<file path="config.mk">
export PLATFORM = sky130hd
export DESIGN_NAME = stsi_front
export DESIGN_NICKNAME = d
export VERILOG_FILES = /design/src/rtl/stsi_pkg.sv /design/src/rtl/stsi_front.sv
export SDC_FILE = /design/constraint.sdc
export NUM_CORES = 1
export LEC_CHECK = 0
export BUFFER_PORTS_ARGS = -buffer_cell sky130_fd_sc_hd__buf_2
export CORE_MARGIN = 2
export CORE_UTILIZATION = 45
export CTS_BUF_LIST = sky130_fd_sc_hd__clkbuf_16
export CTS_CLUSTER_DIAMETER = 60
export CTS_CLUSTER_SIZE = 30
export DETAILED_ROUTE_END_ITERATION = 10
export PLACE_DENSITY = 0.74
export SYNTH_ARGS = -nofsm -noshare
export SYNTH_HDL_FRONTEND = slang
export SYNTH_SLANG_ARGS = --single-unit
</file>
<file path="constraint.sdc">
create_clock -name aclk -period 3 [get_ports aclk]
set_clock_uncertainty 0.1 [all_clocks]
set_input_delay 0.6 -clock aclk [delete_from_list [all_inputs] [get_ports aclk]]
set_output_delay 0.6 -clock aclk [all_outputs]
set_load 0.01 [all_outputs]
</file>
<file path="src/rtl/stsi_pkg.sv">
`timescale 1ns / 1ps
// ----------------------------------------------------------------------------
// stsi_pkg
// shared types and constants of the sorted tuple set insert block
// ----------------------------------------------------------------------------
package stsi_pkg;

    localparam int CAPACITY        = 1024;
    localparam int MAX_CLIQUE_SIZE = 8;
    localparam int VERTEX_BITS     = 16;

    localparam int PORT_BITS  = 16;
    localparam int IDX_BITS   = $clog2(CAPACITY);
    localparam int CNT_BITS   = $clog2(CAPACITY + 1);
    localparam int K_BITS     = $clog2(MAX_CLIQUE_SIZE + 1);
    localparam int ROW_BITS   = VERTEX_BITS * MAX_CLIQUE_SIZE;
    localparam int QUEUE_DEPTH = 2;

    localparam logic [1:0] ST_INSERTED = 2'd0;
    localparam logic [1:0] ST_PRESENT  = 2'd1;
    localparam logic [1:0] ST_FULL     = 2'd2;

    typedef logic [VERTEX_BITS-1:0] vertex_t;
    typedef vertex_t [MAX_CLIQUE_SIZE-1:0] tuple_t;

    // a classified item handed from front to back
    typedef struct packed {
        tuple_t            tuple;
        logic [K_BITS-1:0] k;
    } job_t;

    function automatic logic [K_BITS-1:0] active_size(input logic [3:0] cs);
        logic [K_BITS-1:0] r;
        if (cs == 4'd0) begin
            r = K_BITS'(1);
        end else if (32'(cs) > MAX_CLIQUE_SIZE) begin
            r = K_BITS'(MAX_CLIQUE_SIZE);
        end else begin
            r = K_BITS'(cs);
        end
        return r;
    endfunction

endpackage

</file>
<file path="src/rtl/stsi_front.sv">
`timescale 1ns / 1ps
// ----------------------------------------------------------------------------
// stsi_front
// masks and sorts the active vertices one odd-even pass per cycle
// ----------------------------------------------------------------------------
module stsi_front (
    input  logic                   aclk,
    input  logic                   aresetn,
    input  logic                   in_valid,
    output logic                   in_ready,
    input  stsi_pkg::tuple_t       in_tuple,
    input  logic [3:0]             clique_size,
    output logic                   job_valid,
    input  logic                   job_ready,
    output stsi_pkg::job_t         job
);
    import stsi_pkg::*;

    localparam int PASS_BITS = $clog2(MAX_CLIQUE_SIZE + 1);

    tuple_t               tup_reg, tup_next;
    logic [K_BITS-1:0]    k_reg, k_next;
    logic [PASS_BITS-1:0] pass_reg, pass_next;
    logic                 busy_reg, busy_next;
    logic                 done_reg, done_next;
    tuple_t               sorted;

    // one odd-even transposition pass; the parity comes from the pass count
    always_comb begin
        sorted = tup_reg;
        for (int i = 0; i < MAX_CLIQUE_SIZE - 1; i++) begin
            if ((i % 2) == int'(pass_reg[0]) && (i + 1) < int'(k_reg) &&
                tup_reg[i] > tup_reg[i+1]) begin
                sorted[i]   = tup_reg[i+1];
                sorted[i+1] = tup_reg[i];
            end
        end
    end

    assign in_ready  = !busy_reg && !done_reg;
    assign job_valid = done_reg;
    assign job.tuple = tup_reg;
    assign job.k     = k_reg;

    always_comb begin
        tup_next  = tup_reg;
        k_next    = k_reg;
        pass_next = pass_reg;
        busy_next = busy_reg;
        done_next = done_reg;
        if (in_valid && in_ready) begin
            k_next = active_size(clique_size);
            for (int i = 0; i < MAX_CLIQUE_SIZE; i++) begin
                tup_next[i] = (i < int'(active_size(clique_size))) ? in_tuple[i] : '0;
            end
            pass_next = '0;
            busy_next = 1'b1;
        end else if (busy_reg) begin
            tup_next  = sorted;
            pass_next = pass_reg + PASS_BITS'(1);
            if (32'(pass_reg) == MAX_CLIQUE_SIZE - 1) begin
                busy_next = 1'b0;
                done_next = 1'b1;
            end
        end else if (done_reg && job_ready) begin
            done_next = 1'b0;
        end
    end

    always_ff @(posedge aclk) begin
        if (!aresetn) begin
            busy_reg <= 1'b0;
            done_reg <= 1'b0;
            pass_reg <= '0;
        end else begin
            busy_reg <= busy_next;
            done_reg <= done_next;
            pass_reg <= pass_next;
        end
        tup_reg <= tup_next;
        k_reg   <= k_next;
    end
endmodule

</file>
---- After elaboration in Yosys (flattened, before gate mapping) ----
Index checks and enable logic that the tools add are counted.
word-level totals
  flip-flop bits (word level) ............. 138
  input port bits ......................... 136
cells by class
  $add $sub $neg .......................... 1
  $lt $le $gt $ge ......................... 23
  equality and inequality tests ........... 2
  muxes and demuxes ....................... 26
  bitwise operators ....................... 3
  reductions and logical operators ........ 40
operator list
  kind                                                        number
  two-way mux 128 bit                                         2
  two-way mux 32 bit                                          7
  two-way mux 16 bit                                          8
  > comparator 16 bit                                         7
  less-than comparator 3 x 4 -> 1 bit (first input constant)  8
  nonzero test 3 bit                                          6
  logical AND 1 bit                                           17
  less-than comparator 2 x 4 -> 1 bit (first input constant)  4
  AND reduction 2 bit                                         8
  less-than comparator 1 x 4 -> 1 bit (first input constant)  3
  two-way mux 4 bit                                           3
  nonzero test 2 bit                                          4
  two-way mux 1 bit                                           6
  adder 4 x 1 -> 4 bit (second input constant)                1
  == test 4 x 3 -> 1 bit (second input constant)              1
  > comparator 4 bit (second input constant)                  1
  zero test 4 bit                                             1
  inverter 1 bit                                              3
  AND reduction 3 bit                                         1
  zero test 1 bit                                             2
  inequality test 2 x 1 -> 1 bit (second input constant)      1
  OR reduction 2 bit                                          1

---- Logic depth before layout (Yosys ltp) ----
  word-level depth ........................ 12
  gate-level depth with buffers ........... 10
  mapped depth without buffers ............ 8

---- Least setup slack after synthesis ----
OpenSTA, ideal clock, no wires.
  path type ............................... register to register
  start point ............................. register tup_reg (netlist bit job[50])
  end point ............................... register tup_reg (netlist bit job[20]), enable pin
  data arrival time ....................... 2.697 ns
  path slack .............................. -0.194 ns
  stages on the path, launching flop included .. 9
  path buffers ............................ 0
  path through ............................ edfxtp_1 > inv_1 > ha_1 > nand4_1 > or4_4 > a21o_1 > nand3_1 > nand2_1 > o221ai_1
between the ends
  cells in the longest elaborated chain, start to end .. 4
RTL lines
  element                        RTL line          text
  start: declaration             stsi_front.sv:21  tuple_t tup_reg, tup_next;
  start signal: assignment       stsi_front.sv:80  tup_reg <= tup_next;
  > comparator 16 bit            stsi_front.sv:33  tup_reg[i] > tup_reg[i+1]) begin
  logical AND 1 bit              stsi_front.sv:32  if ((i % 2) == int'(pass_reg[0]) && (i + 1) < int'(k_reg) &&
  nonzero test 3 bit (no line)   --
  AND reduction 2 bit (no line)  --
Every way passes these cells.
A chain may end at the register's enable or synchronous reset.

---- Final worst setup path ----
  start point ............................. register tup_reg (netlist bit job[63])
  end point ............................... register tup_reg (netlist bit job[50]), enable pin
The elaborated chain is that of the path after synthesis.

==> metrics.cfg <==
[drt]
route.detailed.drc = 0
dr.pass1.iters = 7
wire_per_inst_um = 20.65
ant_nets = 0
via_per_inst = 5.791
drt_wl_total_um = 32650
vias = 9156
drtIter0Drc = 770

[placement]
place_congestion = 0.9357
place_ws_ps = -301.8
numPortBuffers = 269
placed_cell_area_um2 = 11970
dp_hpwl_um = 25090

[pwr]
intPower_w = 0.005058
p_clk_share_pct = 29.2
p_leak_nw = 6.051
p_sw_w = 0.002495
p_seq_share_pct = 35.8
comb_power_share_pct = 34.9
irDropWorstVdd_mv = 0.4735
switching_share_pct = 33.03
power_density_nw_per_um2 = 589.5

[floorplan]
initial_core_util_pct = 46.06
die_x_um = 148.4
rows = 52
core_area_um2 = 20360
die_y_um = 148.4
io_pins = 270
die-area_um2 = 22010

[setup_path]
r2r_end = job[50]$_DFFE_PP_
path_max_fanout = 16
critical_path_buf_inv_count = 2
path_class = flip-flop to flip-flop
worstPathRequired_ps = 3030
worstSetupStartpointType = flip-flop
crit_family = simple AND/OR/NAND/NOR gates
r2r_slack_ps = 60
slowest_delay_ps = 590
crit_slowest_cell = or4_1
cp_num_cells = 8
r2r_cells = 8
worst_setup_path_end_kind = flip-flop
crit_chain = inv_1 -> ha_1 -> nand4_1 -> a2111oi_2 -> nor4b_1 -> or4_1 -> nand3_1 -> buf_12
reg2reg_from = job[63]$_DFFE_PP_
worstPathArrival_ps = 2970

[synth]
synth.avg_cell_area_um2 = 10.46
synth-seq-area-share_pct = 43.54
synth-edff-count = 132
syn_area_um2 = 9379
synthesis.nets = 1146
synth-seq-cells = 138
synth_top_area_share_pct = 42.26
synth_area_leader_cell = edfxtp_1
synthArstFlopShare_pct = 0
ys_top_cells_by_area = edfxtp_1 (42%), ha_1 (15%), a221o_1 (8.6%)
netlist_instances = 897
synthFlopType = edfxtp_1
ys_warn_count = 0
synth_commonest_cells = edfxtp_1 (132), inv_1 (115), ha_1 (113)
synth_most_common_cell = edfxtp_1
synth_cell_types = 50

[layout]
nets = 1547
drive_gt1_share_pct = 35.34
design_area_um2 = 12810
num-fill-cells = 1608
area_growth_pct = 36.62
largest_reg_flops = 128

[global_route]
grt_usage_pct = 28.81
antenna_found_initial = 1
grt_pass1_wl_um = 48640
grt_max_degree = 49
overflow = 0
grt_pass1_vias = 8984

[run]
cap_violations = 0

[sta]
min_period_ps = 2935
relSlewSlack_pct = 22.80
finalWorstSetupSlack_ps = 64.77
fmax_mhz = 340.7
slew_violations = 0
setup_viol = 0
final.setup.tns_ps = 0
tightest_slew_ps = 1158
period_share_pct = 97.84
hold_viol = 0

[cts]
clockBufferDepth = 2
clkTransAtPathRegs_ps = 60
worstSkewPairLatency_ps = 420
cts.sinks = 138
cts-root-buf = clkbuf_16
numCtsBuffers = 17
h-tree-depth = 4
tritoncts = built
holdBufCountCts = 0

[run_status]
status = complete, no violations

[hold_path]
min_path_cells = 2
hp-class = input port to flip-flop
holdPathEnd = job_valid$_SDFFE_PN0P_
hp-start = aresetn

[logic make-up after synthesis]
logic type                 synth area share, %
AOI/OAI and AO/OA                        18.96
xor gates and xnor gates                0.1868
adders and majority gates                15.07
buffers and inverters                    6.430
DFF                                      43.54
muxes                                    1.814
and+or+nand+nor                          13.99
[power by group through the flow]
| stage | combinational, W | clock, W | sequential [W] |
|---|---|---|---|
| after floorplan | 0.00114 | 0 | 0.00288 |
| after global placement | 0.00240 | 0 | 0.00273 |
| after detailed placement | 0.00248 | 0 | 0.00274 |
| after CTS | 0.00253 | 0.00221 | 0.00270 |
| after global routing | 0.00288 | 0.00229 | 0.00274 |
| final | 0.00264 | 0.00221 | 0.00271 |
[placed cells by master, fill, tap and decap left out, types with 3 or more instances in the layout]
master / count
and2_1: 81
nor3_1: 4
a21oi_1: 49
nand3_1: 20
nand2_1: 58
edfxtp_1: 132
dfxtp_1: 6
clkinv_1: 3
o211ai_1: 7
a21o_1: 12
a211oi_1: 5
clkinvlp_4: 3
ha_1: 112
nor2b_1: 9
buf_2: 269
a22o_1: 16
bufinv_16: 4
nor4_1: 3
buf_4: 141
buf_12: 5
a2111oi_1: 3
nor2_2: 3
inv_1: 116
mux2i_1: 17
nand4_1: 25
nor2_1: 22
clkbuf_16: 18
a21boi_0: 4
a221o_1: 81
nor4b_4: 3
o21a_1: 4
o21ai_0: 37
[per-stage QoR]
| step | total power, W | std cells | utilization, % | hold WS (ps) |
|---|---|---|---|---|
| 3_5_place_dp | 0.005224 | 1530 | 58.77 | 404.2 |
| 2_1_floorplan | 0.004023 | 897 | - | 370.4 |
| 5_1_grt | 0.007908 | 1580 | 62.91 | 306.0 |
| 4_1_cts | 0.007440 | 1562 | 61.95 | 302.9 |
| 6_report | 0.007554 | 1581 | 62.92 | 309.3 |
| 3_3_place_gp | 0.005134 | 1530 | 58.77 | 391.2 |
[how the worst max path moves through the flow]
stage                    endpoint               start
2_1_floorplan   job[10]$_DFFE_PP_   job[21]$_DFFE_PP_
3_3_place_gp   job[120]$_DFFE_PP_  job[101]$_DFFE_PP_
3_5_place_dp   job[117]$_DFFE_PP_  job[101]$_DFFE_PP_
4_1_cts        job[117]$_DFFE_PP_  job[101]$_DFFE_PP_
5_1_grt         job[50]$_DFFE_PP_   job[50]$_DFFE_PP_
6_report        job[50]$_DFFE_PP_   job[63]$_DFFE_PP_
[worst reg2reg max path, stage by stage, from the launching register on]
cell	delay [ps]
edfxtp_1	500
inv_1	90
ha_1	300
nand4_1	210
a2111oi_2	390
nor4b_1	140
or4_1	590
nand3_1	160
buf_12	170
[per-layer routing]
layer | wire, um | GRT usage [%] | part of all wire [%] | vias up
met5 | 13 | 0 | 0.040 | -
met4 | 908 | 10.24 | 2.8 | 2
met3 | 3385 | 5.982 | 10 | 72
met2 | 15560 | 48.84 | 48 | 596
met1 | 12780 | 36.61 | 39 | 4284
li1 | - | - | - | 4202
[final cells by class]
class	count	area, um^2	area share, %
multi-input combinational	609	4817	37.59
sequential	138	4084	31.87
timing repair buffer	416	2530	19.74
inverter	116	435.4	3.398
clock buffer	17	425.4	3.320
tap	270	337.8	2.636
clock inverter	14	181.4	1.416
antenna	1	2.502	0.01953
[repair_timing]
item | CTS | global route
cloned | 1 | 3
buffers inserted | 0 | 15
resized for setup | 7 | 8
endpoints found under the setup margin | 97 | 117
pin swaps | 0 | 6
No activity file was read; power rests on OpenSTA's default activity.
