`src/rtl/stsi_pkg.sv`:
```
`timescale 1ns / 1ps
// ----------------------------------------------------------------------------
// stsi_pkg
// shared types and constants of the sorted tuple set insert block
// ----------------------------------------------------------------------------
package stsi_pkg;

    localparam int CAPACITY        = 1024;
    localparam int MAX_CLIQUE_SIZE = 8;
    localparam int VERTEX_BITS     = 16;

    localparam int PORT_BITS  = 16;
    localparam int IDX_BITS   = $clog2(CAPACITY);
    localparam int CNT_BITS   = $clog2(CAPACITY + 1);
    localparam int K_BITS     = $clog2(MAX_CLIQUE_SIZE + 1);
    localparam int ROW_BITS   = VERTEX_BITS * MAX_CLIQUE_SIZE;
    localparam int QUEUE_DEPTH = 2;

    localparam logic [1:0] ST_INSERTED = 2'd0;
    localparam logic [1:0] ST_PRESENT  = 2'd1;
    localparam logic [1:0] ST_FULL     = 2'd2;

    typedef logic [VERTEX_BITS-1:0] vertex_t;
    typedef vertex_t [MAX_CLIQUE_SIZE-1:0] tuple_t;

    // a classified item handed from front to back
    typedef struct packed {
        tuple_t            tuple;
        logic [K_BITS-1:0] k;
    } job_t;

    function automatic logic [K_BITS-1:0] active_size(input logic [3:0] cs);
        logic [K_BITS-1:0] r;
        if (cs == 4'd0) begin
            r = K_BITS'(1);
        end else if (32'(cs) > MAX_CLIQUE_SIZE) begin
            r = K_BITS'(MAX_CLIQUE_SIZE);
        end else begin
            r = K_BITS'(cs);
        end
        return r;
    endfunction

endpackage

```
`src/rtl/stsi_queue.sv`:
```
`timescale 1ns / 1ps
// ----------------------------------------------------------------------------
// stsi_queue
// short fifo of sorted jobs between front and back
// ----------------------------------------------------------------------------
module stsi_queue (
    input  logic           aclk,
    input  logic           aresetn,
    input  logic           wr_valid,
    output logic           wr_ready,
    input  stsi_pkg::job_t wr_job,
    output logic           rd_valid,
    input  logic           rd_ready,
    output stsi_pkg::job_t rd_job
);
    import stsi_pkg::*;

    localparam int PB = $clog2(QUEUE_DEPTH);

    job_t            slot_reg [QUEUE_DEPTH];
    logic [PB-1:0]   wp_reg, wp_next, rp_reg, rp_next;
    logic [PB:0]     cnt_reg, cnt_next;
    logic            push, pop;

    assign wr_ready = 32'(cnt_reg) < QUEUE_DEPTH;
    assign rd_valid = cnt_reg != '0;
    assign rd_job   = slot_reg[rp_reg];
    assign push     = wr_valid && wr_ready;
    assign pop      = rd_valid && rd_ready;

    always_comb begin
        wp_next  = push ? wp_reg + PB'(1) : wp_reg;
        rp_next  = pop ? rp_reg + PB'(1) : rp_reg;
        cnt_next = cnt_reg + (PB+1)'(push) - (PB+1)'(pop);
    end

    always_ff @(posedge aclk) begin
        if (!aresetn) begin
            wp_reg  <= '0;
            rp_reg  <= '0;
            cnt_reg <= '0;
        end else begin
            wp_reg  <= wp_next;
            rp_reg  <= rp_next;
            cnt_reg <= cnt_next;
        end
        if (push) begin
            slot_reg[wp_reg] <= wr_job;
        end
    end
endmodule

```
`config.mk`:
```
export PLATFORM = sky130hd
export DESIGN_NAME = stsi_queue
export DESIGN_NICKNAME = d
export VERILOG_FILES = /design/src/rtl/stsi_pkg.sv /design/src/rtl/stsi_queue.sv
export SDC_FILE = /design/constraint.sdc
export NUM_CORES = 1
export LEC_CHECK = 0
export BUFFER_PORTS_ARGS = -buffer_cell sky130_fd_sc_hd__buf_2
export CAP_MARGIN = 30
export CORE_MARGIN = 2
export CORE_UTILIZATION = 40
export CTS_CLUSTER_SIZE = 10
export DETAILED_ROUTE_END_ITERATION = 16
export GPL_TIMING_DRIVEN = 0
export PLACE_DENSITY = 0.72
export REMOVE_ABC_BUFFERS = 1
export SLEW_MARGIN = 10
export SYNTH_ARGS = -nofsm -noshare
export SYNTH_HDL_FRONTEND = slang
export SYNTH_SLANG_ARGS = --single-unit
```
`constraint.sdc`:
```
create_clock -name aclk -period 9.6 [get_ports aclk]
set_clock_uncertainty 0.05 [all_clocks]
set_input_delay 0.96 -clock aclk [delete_from_list [all_inputs] [get_ports aclk]]
set_output_delay 0.96 -clock aclk [all_outputs]
set_load 0.03 [all_outputs]
```
* Word-level counts from Yosys, hierarchy flattened
Memory sizes are Yosys's and may differ from the RTL's. A register that Yosys moved wholly into a read port is not among the register bits. Index checks and enable logic that the tools add are counted.
Word-level totals: register bits 4, RAM bits 264, input bits 136, output and inout port bits 134, word-level logic and storage cells 16, memories kept 1
Cells by class: add/sub/neg operators 4, magnitude comparators 1, muxes and demuxes 4, reduce and logical (&&, ||, !) cells 3
Memory list:
- slot_reg | words 2, width 132, rd ports 1, clocked after memory_dff 1, wr ports 1, RTL line stsi_queue.sv:20 | job_t slot_reg [QUEUE_DEPTH];
Operators with widths (count):
- $mux W1 | 4
- $add A1 B1 Y1 const B | 2
- $add A2 B1 Y2 | 1
- $logic_and A1 B1 Y1 | 2
- $lt A2 B2 Y1 const B | 1
- $reduce_bool A2 Y1 | 1
- $sub A2 B1 Y2 | 1

* Longest topological paths before layout
Gate-level depths: netlist of the first run.
depth in word-level cells 4, depth in mapped cells 6, gate-level depth less buffers 6

* Least setup slack after synthesis of the first run
OpenSTA, ideal clock, no wires.
path type input to register, start input port wr_valid, end memory slot_reg[0][0] in the netlist's numbering, enable pin, library setup time 0.627 ns, arrival time 6.547 ns, required time 8.923 ns, slack 2.377 ns, cell stages on the path 2, buffers on the path 0, path through nand2b_1 -> nor2_1
On the way: longest elaborated chain between the ends 3
RTL lines:
- from (decl) | RTL line stsi_queue.sv:9 | input logic wr_valid,
- $logic_and A1 B1 Y1 | RTL line stsi_queue.sv:28 | assign push = wr_valid && wr_ready;
- $mux W1 | RTL line stsi_queue.sv:47 | if (push) begin
- $mux W1 (implied by the code) | RTL line stsi_queue.sv:48 | slot_reg[wp_reg] <= wr_job;
- to (decl) | RTL line stsi_queue.sv:20
Every way passes these cells.

==> implementation parameters, run 1 <==
Parameter                              Value

Synth
  Dominant combinational cell family by area after synthesis    multiplexers
  XOR/XNOR share of the synthesized area    less than 1%
  Async set-or-reset flop fraction in the synthesized netlist    0%
  Syn Area/Cell    ~23 um2
  Count of flip-flops with a built-in enable after synthesis    264
  Arithmetic-cell share of the synthesized area counting full adders, half adders and majority gates    less than 1%
  Flip-flop and latch count after synthesis    between 200 and 300
  Yosys Warn Count    0
  Synthesized-area fraction occupied by and/or/nand/nor cells    less than 1%
  Fraction of the yosys area taken by sequential cells    around four fifths
  Number of different library cells in the post-synthesis netlist    23
  Compound-Gate Fraction of Synth Area    less than 1%
  Synthesized netlist cell count    438
  Ys flop type    sky130_fd_sc_hd__edfxtp_1
  Proportion of synthesized area in mux cells    17.69%
  Post-Synthesis Cell Area    0.01010 mm2

Route
  Total via count after detailed routing    roughly 5,000
  DR iter-0 viols    325
  Average detailed-routed wire length per instance    17.83 um
  Antenna-violating nets left    0
  DRC violations left    0
  First drt pass iteration count    4
  Detail-routed via count per cell    4.620
  Routed WL    19.31 mm

GRT
  Wire length of the first global-routing pass    roughly 29 mm
  Global router's overall resource usage    14.00%
  Pin count of the biggest net entering global routing    between 50 and 60
  Number of antenna violations at the first check in global routing    6
  Total global routing overflow    0
  Via count of the first global-routing pass    about 5,400

Clocking
  Clock insertion delay at the later pin of the skew report    approximately 0.53 ns
  Clock tree from TritonCTS    done
  Resized cells post-CTS    0
  Maximum count of clock buffers along a single path    3
  Root buffer cell    sky130_fd_sc_hd__clkbuf_16
  Number of sinks on the clock net    between 200 and 300
  Clock-pin slew of the registers on the worst-case setup and hold paths    around 0.050 ns
  Hold buffer count at CTS    0
  Cts bufs inserted    31
  Number of post-CTS setup repair buffers    0
  H-Tree Depth    1

Hold path
  Hold WC Path Type    register to register
  Hold Path Cell Cnt    2
  Worst hold path startpoint    rp_reg

Worst setup path
  Largest fanout on the critical path    36
  FF-to-FF End    slot_reg[1][122]
  Endpoint kind of the worst setup timing path    primary output
  Reg-to-reg startpoint    cnt_reg[1]
  Cell depth of the worst flop-to-flop path    4
  Worst EP arrival    2.41 ns
  Crit Path Class    register to primary output
  Startpoint type of the worst setup path    register
  Req. time, crit path    about 8.6 ns
  Internal reg-to-reg setup slack    around 7.5 ns

Floorplanning
  Starting utilization of the core area    between 40 and 50%
  Die Footprint    0.02653 mm2
  Die width    between 150 and 200 um
  Top-level I/O count    270
  Height of the die    ~160 um
  Placement row count    58
  Core Box Area    approximately 0.025 mm2

Layout
  Flip-flop count of the largest register after layout    264
  Fillers    ~2,000
  Synth-to-Final Area Change    27.59%
  Layout cell share with drive strength beyond 1    around three fifths
  Final cell count without fillers    1,083
  Design Area, Final    between 0.01 and 0.015 mm2
  Number of nets in the finished design    approximately 870

STA
  Total Negative Setup Slacks    0 ns
  Timing-limited maximum frequency    a little under 0.3 GHz
  Final-report max-slew violation count    0
  Headroom to the max-slew limit    approximately 65%
  Hold Worst Slack    about 0.53 ns
  Unrepaired setup endpoints after global routing    no
  Final min period    3.420 ns
  Measured slew at the worst slew-check pin    about 0.53 ns
  Hold Violations, Final    0
  Final count of negative-setup-slack endpoints    0
  Final period utilization    about 36%

Placement
  HPWL after DPL    about 13 mm
  Last weighted congestion value of the routability-driven placer    around 0.70
  Number of instances in the placed design    between 1,000 and 1,500
  # port buffers    between 200 and 300
  Placed inst area    roughly 0.012 mm2

Power and ir drop
  Power density normalized to cell area    between 200 and 300 mW/mm2
  Peak supply drop    about 0.18 mV
  Leakage    between 0.004 and 0.005 uW

Status
  Result of the run    finished, final reports clean

Job
  MaxCap Viol Count    0
-- cells by family (layout without fill, tap and decap cells) --
family                     count (synthesis)  count (layout)
DFF                                      269             269
buffers and inverters                     16             327
adders and majority gates                  1               1
muxes                                    132             132
other                                      0               4
xor gates and xnor gates                   1               1
AOI/OAI and AO/OA                          6               6
and+or+nand+nor                           13              13
-- worst max-delay path, stage by stage, from the launching register on --
cell	delay, ns
sky130_fd_sc_hd__dfxtp_4	0.68
sky130_fd_sc_hd__buf_16	0.30
sky130_fd_sc_hd__buf_16	0.28
sky130_fd_sc_hd__mux2_2	0.36
sky130_fd_sc_hd__buf_2	0.17
-- cells in the mapped netlist (2+ instances only) --
library cell               count  area share [%]
sky130_fd_sc_hd__mux2_4       80              12
sky130_fd_sc_hd__edfxtp_1    264              79
sky130_fd_sc_hd__a21oi_1       2           0.099
sky130_fd_sc_hd__buf_6         9             1.0
sky130_fd_sc_hd__dfxtp_1       5            0.99
sky130_fd_sc_hd__mux2_2       52             5.8
sky130_fd_sc_hd__buf_2         5            0.25
sky130_fd_sc_hd__o21ai_0       3            0.15
sky130_fd_sc_hd__and2_1        4            0.25
-- layer usage --
layer  up-vias  track usage, %  wire length (um)
met5         -               0                27
met4         4           5.028               535
met3        45           5.042              1744
met2       187           24.75              9851
met1      2432           15.53              7146
li1       2336               -                 -
-- area by class of cell --
class	instances	area (um2)	share of cell area, %
multi-input cells	153	1938	15.04
inverters	1	3.754	0.02913
flip-flops and latches	269	8031	62.33
clock buffers	43	830.8	6.448
well taps	330	412.9	3.204
repair buffers	280	1619	12.57
diodes	4	10.01	0.07768
clock inverters	3	38.79	0.3010
-- how the worst max path moves through the flow --
stage | slack [ns] | cells after the start | to
finish | 6.18 | 4 | rd_job[122]
global route | 6.05 | 4 | rd_job[125]
CTS | 6.11 | 4 | rd_job[125]
detailed placement | 6.69 | 4 | rd_job[125]
global placement | -1.36 | 4 | wp_reg
floorplan | 2.38 | 2 | slot_reg[0][0]
-- per-stage QoR --
step	total power (uW)	util [%]	worst slack (ns)
after floorplan	2103	-	2.377
after global placement	2369	46.93	-1.360
after detailed placement	2296	48.09	6.692
after CTS	3337	51.57	6.112
after global routing	3422	51.59	6.047
final	3288	51.61	6.180
-- report_power, final --
| group | switching, uW | leakage, uW | internal, uW |
|---|---|---|---|
| combinational | 481 | 0.00200 | 323 |
| sequential | 40.7 | 0.00251 | 1420 |
| clock | 412 | 0.000422 | 615 |
| total | 934 | 0.00493 | 2350 |
-- placed cells by master, fill, tap and decap left out --
master                      netlist  layout
sky130_fd_sc_hd__mux2_4          80      80
sky130_fd_sc_hd__xnor2_1          1       1
sky130_fd_sc_hd__nand2b_1         1       1
sky130_fd_sc_hd__a21oi_1          2       2
sky130_fd_sc_hd__mux2_2          52      52
sky130_fd_sc_hd__clkbuf_8         0       1
sky130_fd_sc_hd__clkbuf_1         0      11
sky130_fd_sc_hd__bufinv_16        0       1
sky130_fd_sc_hd__clkinv_2         0       1
sky130_fd_sc_hd__edfxtp_1       264     264
sky130_fd_sc_hd__buf_16           0       7
sky130_fd_sc_hd__nor2b_1          1       1
sky130_fd_sc_hd__or2_2            1       1
sky130_fd_sc_hd__inv_1            1       1
sky130_fd_sc_hd__nor3_1           1       1
sky130_fd_sc_hd__ha_1             1       1
sky130_fd_sc_hd__clkbuf_16        0      31
sky130_fd_sc_hd__o21ai_0          3       3
sky130_fd_sc_hd__buf_12           0       4
sky130_fd_sc_hd__buf_2            5     269
sky130_fd_sc_hd__and3b_1          1       1
sky130_fd_sc_hd__and4bb_2         1       1
sky130_fd_sc_hd__nand3_1          1       1
sky130_fd_sc_hd__and2_1           4       4
sky130_fd_sc_hd__dfxtp_1          5       4
sky130_fd_sc_hd__and3_4           0       1
sky130_fd_sc_hd__clkinv_1         0       1
sky130_fd_sc_hd__o21a_1           1       1
sky130_fd_sc_hd__nor2_4           0       1
sky130_fd_sc_hd__diode_2          0       4
sky130_fd_sc_hd__dfxtp_4          0       1
Power figures use the tool's default switching activity.
==> run 2, diff against run 1 <==
- PLACE_DENSITY: 0.72 -> 0.75
- clock period: 9.6 -> 3 ns (I/O delays scaled with it)
==> run 2 against run 1 <==
Compared with the run above: register-to-register slack got worse by 6.4 ns; via count up 12%; total power rose to 3.2 times the previous value; sequential share of layout area is 5.6 points lower; critical path depth unchanged; flip-flop and latch count unchanged; wire length increased by 9.2%; sequential power grew to 3.2 times the previous value; combinational power rose to 3.4 times the previous value; highest routed layer is now met4.
==> implementation parameters, run 2 (synthesized netlist as in run 1, its figures left out) <==
Parameter                              Value

GRT
  Number of antenna violations at the first check in global routing    2 (-4)
  Via count of the first global-routing pass    5,846 (+9.2%)
  Most heavily used metal layer in global routing    met2
  Met1 global-route usage    16.79% (+1.3 points)
  Pin count of the biggest net entering global routing    56 (+1.8%)
  Met3 Resource Use GR    4.278% (-0.76 points)
  Global Route met2 Usage    27.37% (+2.6 points)
  Global router's overall resource usage    15.13% (+1.1 points)
  Wire length of the first global-routing pass    31.34 mm (+9.6%)
  Total global routing overflow    0 (unchanged)

Placement
  Last weighted congestion value of the routability-driven placer    0.7237 (+3.2%)
  Number of instances in the placed design    1,032 (-0.097%)
  HPWL after DPL    12.51 mm (-4.1%)
  # port buffers    269 (unchanged)
  Placed inst area    0.01196 mm2 (-0.35%)

Layout
  Highest-count cells in the layout ignoring fill and taps    269 x sky130_fd_sc_hd__buf_2, 264 x sky130_fd_sc_hd__edfxtp_1, 133 x sky130_fd_sc_hd__dlygate4sd3_1
  Layout cell share with drive strength beyond 1    50.91% (-9.3 points)
  Flip-flop count of the largest register after layout    264 (unchanged)
  Number of nets in the finished design    1,005 (+15%)
  Most frequent standard cell in the layout excluding fill and tap cells    sky130_fd_sc_hd__buf_2
  Fillers    1,886 (-8.0%)
  Synth-to-Final Area Change    40.08%
  Final cell count without fillers    1,214 (+12%)
  Design Area, Final    0.01415 mm2 (+9.8%)

STA
  Final count of negative-setup-slack endpoints    0 (unchanged)
  Final-report max-slew violation count    0 (unchanged)
  Headroom to the max-slew limit    61.68% (-3.1 points)
  Hold Violations, Final    0 (unchanged)
  Final period utilization    between 90% and 100%
  Unrepaired setup endpoints after global routing    no
  Measured slew at the worst slew-check pin    0.5734 ns (+0.04581 ns)
  Timing-limited maximum frequency    roughly 0.36 GHz
  Final min period    between 2 and 3 ns

Worst setup path
  Startpoint type of the worst setup path    register
  CP top delay family    buffers and inverters
  Largest fanout on the critical path    42 (+17%)
  Req. time, crit path    2.65 ns (-5.94 ns)
  Endpoint kind of the worst setup timing path    primary output
  Worst EP arrival    2.42 ns (about the same)
  CP max stage cell    sky130_fd_sc_hd__dfxtp_4
  Number of buffer and inverter instances along the worst setup path    3 (unchanged)
  Crit-path max cell delay    0.68 ns (about the same)
  Crit Path Class    register to primary output
  Sequence of cells on the critical path    buf_12 > buf_16 > mux2_2 > buf_2

Clocking
  Clock tree from TritonCTS    done
  Number of sinks on the clock net    269 (unchanged)
  Root buffer cell    sky130_fd_sc_hd__clkbuf_16
  Clock insertion delay at the later pin of the skew report    0.54 ns (about the same)
  H-Tree Depth    1 (unchanged)
  Clock-pin slew of the registers on the worst-case setup and hold paths    0.06 ns (about the same)
  Number of post-CTS setup repair buffers    0 (unchanged)
  Maximum count of clock buffers along a single path    3 (unchanged)
  Cts bufs inserted    31 (unchanged)

Route
  Detail-routed via count per cell    4.610 (-0.24%)
  Average detailed-routed wire length per instance    17.37 um (-2.6%)
  DRC violations left    0 (unchanged)
  DR iter-0 viols    296 (-8.9%)
  Antenna-violating nets left    0 (unchanged)
  Routed WL    21.08 mm (+9.2%)
  First drt pass iteration count    5 (+1)
  Total via count after detailed routing    5,596 (+12%)

Power and ir drop
  Power density normalized to cell area    747.8 mW/mm2 (+190%)
  Peak supply drop    0.5833 mV (+220%)
  Leakage    0.005452 uW (+11%)

Floorplanning
  Top-level I/O count    270 (unchanged)
  Placement row count    58 (unchanged)
  Height of the die    162.9 um (unchanged)
  Core Box Area    0.02496 mm2 (unchanged)
  Die Footprint    0.02653 mm2 (unchanged)
  Starting utilization of the core area    40.45% (unchanged)
  Die width    162.9 um (unchanged)

Hold path
  Hold WC Path Type    input pin to register

Status
  Result of the run    finished, final reports clean

Job
  MaxCap Viol Count    0 (unchanged)
-- run 2: cell types whose count changed in the layout (fill, tap and decap cells not counted) --
cell,previous run,this run
sky130_fd_sc_hd__dlygate4sd3_1,0,133
sky130_fd_sc_hd__buf_16,7,4
sky130_fd_sc_hd__buf_12,4,6
sky130_fd_sc_hd__clkbuf_1,11,13
sky130_fd_sc_hd__diode_2,4,2
sky130_fd_sc_hd__bufinv_16,1,0
-- run 2: report_power, final --
part           internal, uW  total, uW  switching [uW]
Combinational          1130       2710            1580
Clock                  1890       3200            1310
Sequential             4530       4660             134
Total                  7550      10600            3030
-- run 2: repair_timing --
item,in CTS,in global routing
hold buffers,133,0
endpoints found under the hold margin,269,0
resized for setup,0,0
-- run 2: layer usage --
layer  vias up  part of all wire [%]
met4         0                   3.7
met3        58                   7.1
met2       213                    52
met1      2718                    37
li1       2607                     -
met5         -                     0
-- run 2: worst paths after layout --
| kind | start | endpoint | slack (ns) | cells past startpoint |
|---|---|---|---|---|
| max reg2reg | cnt_reg[1] | slot_reg[0][48] | 1.11 | 4 |
| min reg2reg | rp_reg | register | 0.53 | 2 |
| max | register | rd_job[20] | 0.23 | 4 |
| min | rd_ready | register | 0.19 | 4 |
-- run 2: final cells by class --
class	instances	area (um2)	area share, %
diodes	2	5.005	0.03538
clock inverters	2	8.758	0.06191
flip-flops and latches	269	8031	56.78
well taps	330	412.9	2.919
multi-input cells	153	1938	13.70
clock buffers	45	838.3	5.926
inverters	1	3.754	0.02653
repair buffers	412	2908	20.56
-- run 2: metrics by stage --
step / power [uW] / util [%] / setup TNS [ns] / hold slack [ns] / worst slack (ns)
5_1_grt: 11000 / 56.67 / 0 / 0.2233 / 0.09891
6_report: 10580 / 56.67 / 0 / 0.1936 / 0.2270
2_1_floorplan: 6729 / - / -964.00 / 0.3489 / -3.670
3_5_place_dp: 7312 / 47.92 / 0 / 0.4414 / 0.7785
3_3_place_gp: 7563 / 46.93 / -1893.41 / 0.4375 / -7.150
4_1_cts: 10700 / 56.65 / 0 / 0.1527 / 0.1827
-- run 2: worst min-delay path, stage by stage --
cell and delay, ns:
sky130_fd_sc_hd__buf_2 0.12, sky130_fd_sc_hd__o21ai_0 0.10, sky130_fd_sc_hd__xnor2_1 0.08, sky130_fd_sc_hd__and2_1 0.14
==> run 3, diff against run 2 <==
- CTS_BUF_LIST: not set -> sky130_fd_sc_hd__clkbuf_8
==> run 3 against run 2 <==
Compared with the run above: non-clock buffer count did not move; setup slack better by 0.030 ns; fmax increased by 1.1%; cell area barely moved; flip-flop and latch count unchanged; first-iteration DRC count decreased by 10%; global-route usage up 0.069 points; sequential power is essentially flat; cell count rose by 2.1%; wire length is 0.59% lower; highest routed layer unchanged.
==> implementation parameters, run 3 (synthesized netlist as in run 1, its figures left out) <==
Parameter                              Value

Floorplanning
  Height of the die    162.9 um (unchanged)
  Core Box Area    0.02496 mm2 (unchanged)
  Top-level I/O count    270 (unchanged)
  Die width    162.9 um (unchanged)
  Die Footprint    0.02653 mm2 (unchanged)
  Placement row count    58 (unchanged)
  Starting utilization of the core area    40.45% (unchanged)

STA
  Headroom to the max-slew limit    62.39% (+0.71 points)
  Unrepaired setup endpoints after global routing    no
  Timing-limited maximum frequency    0.3645 GHz (+1.1%)
  Final min period    2.743 ns (-0.02971 ns)
  Smallest setup slack after layout    0.2567 ns (+0.02972 ns)
  Final period utilization    91.44% (-0.99 points)
  Hold Violations, Final    0 (unchanged)
  Final-report max-slew violation count    0 (unchanged)
  Final count of negative-setup-slack endpoints    0 (unchanged)
  Measured slew at the worst slew-check pin    0.5642 ns (-0.009215 ns)

GRT
  Wire length of the first global-routing pass    31.23 mm (-0.35%)
  Total global routing overflow    0 (unchanged)
  Pin count of the biggest net entering global routing    56 (unchanged)
  Global router's overall resource usage    15.20% (+0.069 points)
  Via count of the first global-routing pass    5,961 (+2.0%)
  Number of antenna violations at the first check in global routing    1 (-1)

Worst setup path
  FF-to-FF End    slot_reg[0][48]
  Reg-to-reg startpoint    cnt_reg[1]
  Internal reg-to-reg setup slack    1.13 ns (+0.02 ns)
  End point of the critical path    rd_job[117]
  Crit Path Class    register to primary output
  Largest fanout on the critical path    42 (unchanged)
  Req. time, crit path    2.65 ns (about the same)
  Endpoint kind of the worst setup timing path    primary output
  Startpoint type of the worst setup path    register
  Worst EP arrival    2.39 ns (-0.03 ns)
  Cell depth of the worst flop-to-flop path    4 (unchanged)

Layout
  Highest-count cells in the layout ignoring fill and taps    269 x sky130_fd_sc_hd__buf_2, 264 x sky130_fd_sc_hd__edfxtp_1, 133 x sky130_fd_sc_hd__dlygate4sd3_1
  Synth-to-Final Area Change    39.98% (about the same)
  Layout cell share with drive strength beyond 1    51.71% (+0.80 points)
  Most frequent standard cell in the layout excluding fill and tap cells    sky130_fd_sc_hd__buf_2
  Flip-flop count of the largest register after layout    264 (unchanged)
  Final cell count without fillers    1,240 (+2.1%)
  Number of nets in the finished design    1,019 (+1.4%)

Power and ir drop
  Peak supply drop    0.4768 mV (-18%)
  Combinational cell fraction of total power    25.9% (+0.3 points)
  Switching power as a share of total power    29.34% (+0.70 points)
  Clk pwr share    29.5% (-0.8 points)
  Leakage    0.005511 uW (+1.1%)
  Switch Pwr    3067 uW (+1.2%)
  Power density normalized to cell area    739.5 mW/mm2 (-1.1%)
  Internal cell power    7386 uW (-2.2%)
  Part of the power in registers    44.6% (+0.5 points)

Clocking
  Number of sinks on the clock net    269 (unchanged)
  Number of post-CTS setup repair buffers    0 (unchanged)
  Root buffer cell    sky130_fd_sc_hd__clkbuf_8
  Maximum count of clock buffers along a single path    3 (unchanged)
  Clock insertion delay at the later pin of the skew report    0.52 ns (-0.02 ns)
  Clock tree from TritonCTS    done
  Hold buffer count at CTS    133 (unchanged)
  Clock-pin slew of the registers on the worst-case setup and hold paths    0.06 ns (about the same)
  Cts bufs inserted    45 (+45%)
  H-Tree Depth    2 (+1)
  Resized cells post-CTS    0 (unchanged)

Route
  First drt pass iteration count    4 (-1)
  Detail-routed via count per cell    4.584 (-0.56%)
  DR iter-0 viols    266 (-10%)
  Total via count after detailed routing    5,684 (+1.6%)
  DRC violations left    0 (unchanged)
  Routed WL    20.96 mm (-0.59%)
  Average detailed-routed wire length per instance    16.90 um (-2.7%)
  Antenna-violating nets left    0 (unchanged)

Placement
  Worst setup timing slack at the placement stage    0.7785 ns (unchanged)
  # port buffers    269 (unchanged)
  Last weighted congestion value of the routability-driven placer    0.7237 (unchanged)
  HPWL after DPL    12.51 mm (unchanged)
  Number of instances in the placed design    1,032 (unchanged)

Hold path
  Hold WC Path Type    input pin to register

Job
  MaxCap Viol Count    0 (unchanged)

Status
  Result of the run    finished, final reports clean
[run 3: cell type report]
cell class	instances	area, um2
inverter	1	3.754
fill	1905	10830
antenna	1	2.502
timing repair buffer	412	2908
clock inverter	29	220.2
multi-input combinational	153	1938
sequential	269	8031
clock buffer	45	619.3
tap	330	412.9
[run 3: per-stage QoR]
stage | utilization (%) | setup TNS, ns | hold slack (ns) | total power [uW] | area, um2
finish | 56.63 | 0 | 0.2131 | 10450 | 14140
global route | 56.63 | 0 | 0.2138 | 10900 | 14140
CTS | 56.62 | 0 | 0.1582 | 10570 | 14130
global placement | 46.93 | -1893.41 | 0.4375 | 7563 | 11720
floorplan | - | -964.00 | 0.3489 | 6729 | 9957
detailed placement | 47.92 | 0 | 0.4414 | 7312 | 11960
[run 3: routing by layer]
layer	share of wire [%]	vias to the layer above	global-route usage, %
met5	0	-	0
met4	2.8	0	5.913
met3	7.3	51	4.787
met2	52	215	27.39
met1	37	2775	16.68
li1	-	2643	-
[run 3: power by group through the flow]
stage	clock, uW	sequential, uW	combinational (uW)
2_1_floorplan	0	4880	1850
3_3_place_gp	0	5000	2560
3_5_place_dp	0	4740	2580
4_1_cts	3190	4660	2720
5_1_grt	3370	4690	2850
6_report	3080	4660	2710
[run 3: critical path, cell delays in order (launching register included)]
cell	delay (ns)
sky130_fd_sc_hd__dfxtp_4	0.68
sky130_fd_sc_hd__buf_12	0.29
sky130_fd_sc_hd__buf_16	0.31
sky130_fd_sc_hd__mux2_2	0.37
sky130_fd_sc_hd__buf_2	0.19
[run 3: worst min-delay path by stage]
stage	startpoint	to	slack (ns)	cells after the start
2_1_floorplan	wr_job[0]	slot_reg[0][0]	0.35	0
3_3_place_gp	wr_job[5]	slot_reg[0][5]	0.44	1
3_5_place_dp	wr_job[52]	slot_reg[0][52]	0.44	1
4_1_cts	rd_ready	cnt_reg[1]	0.16	4
5_1_grt	rd_ready	rp_reg	0.21	4
6_report	rd_ready	register	0.21	4
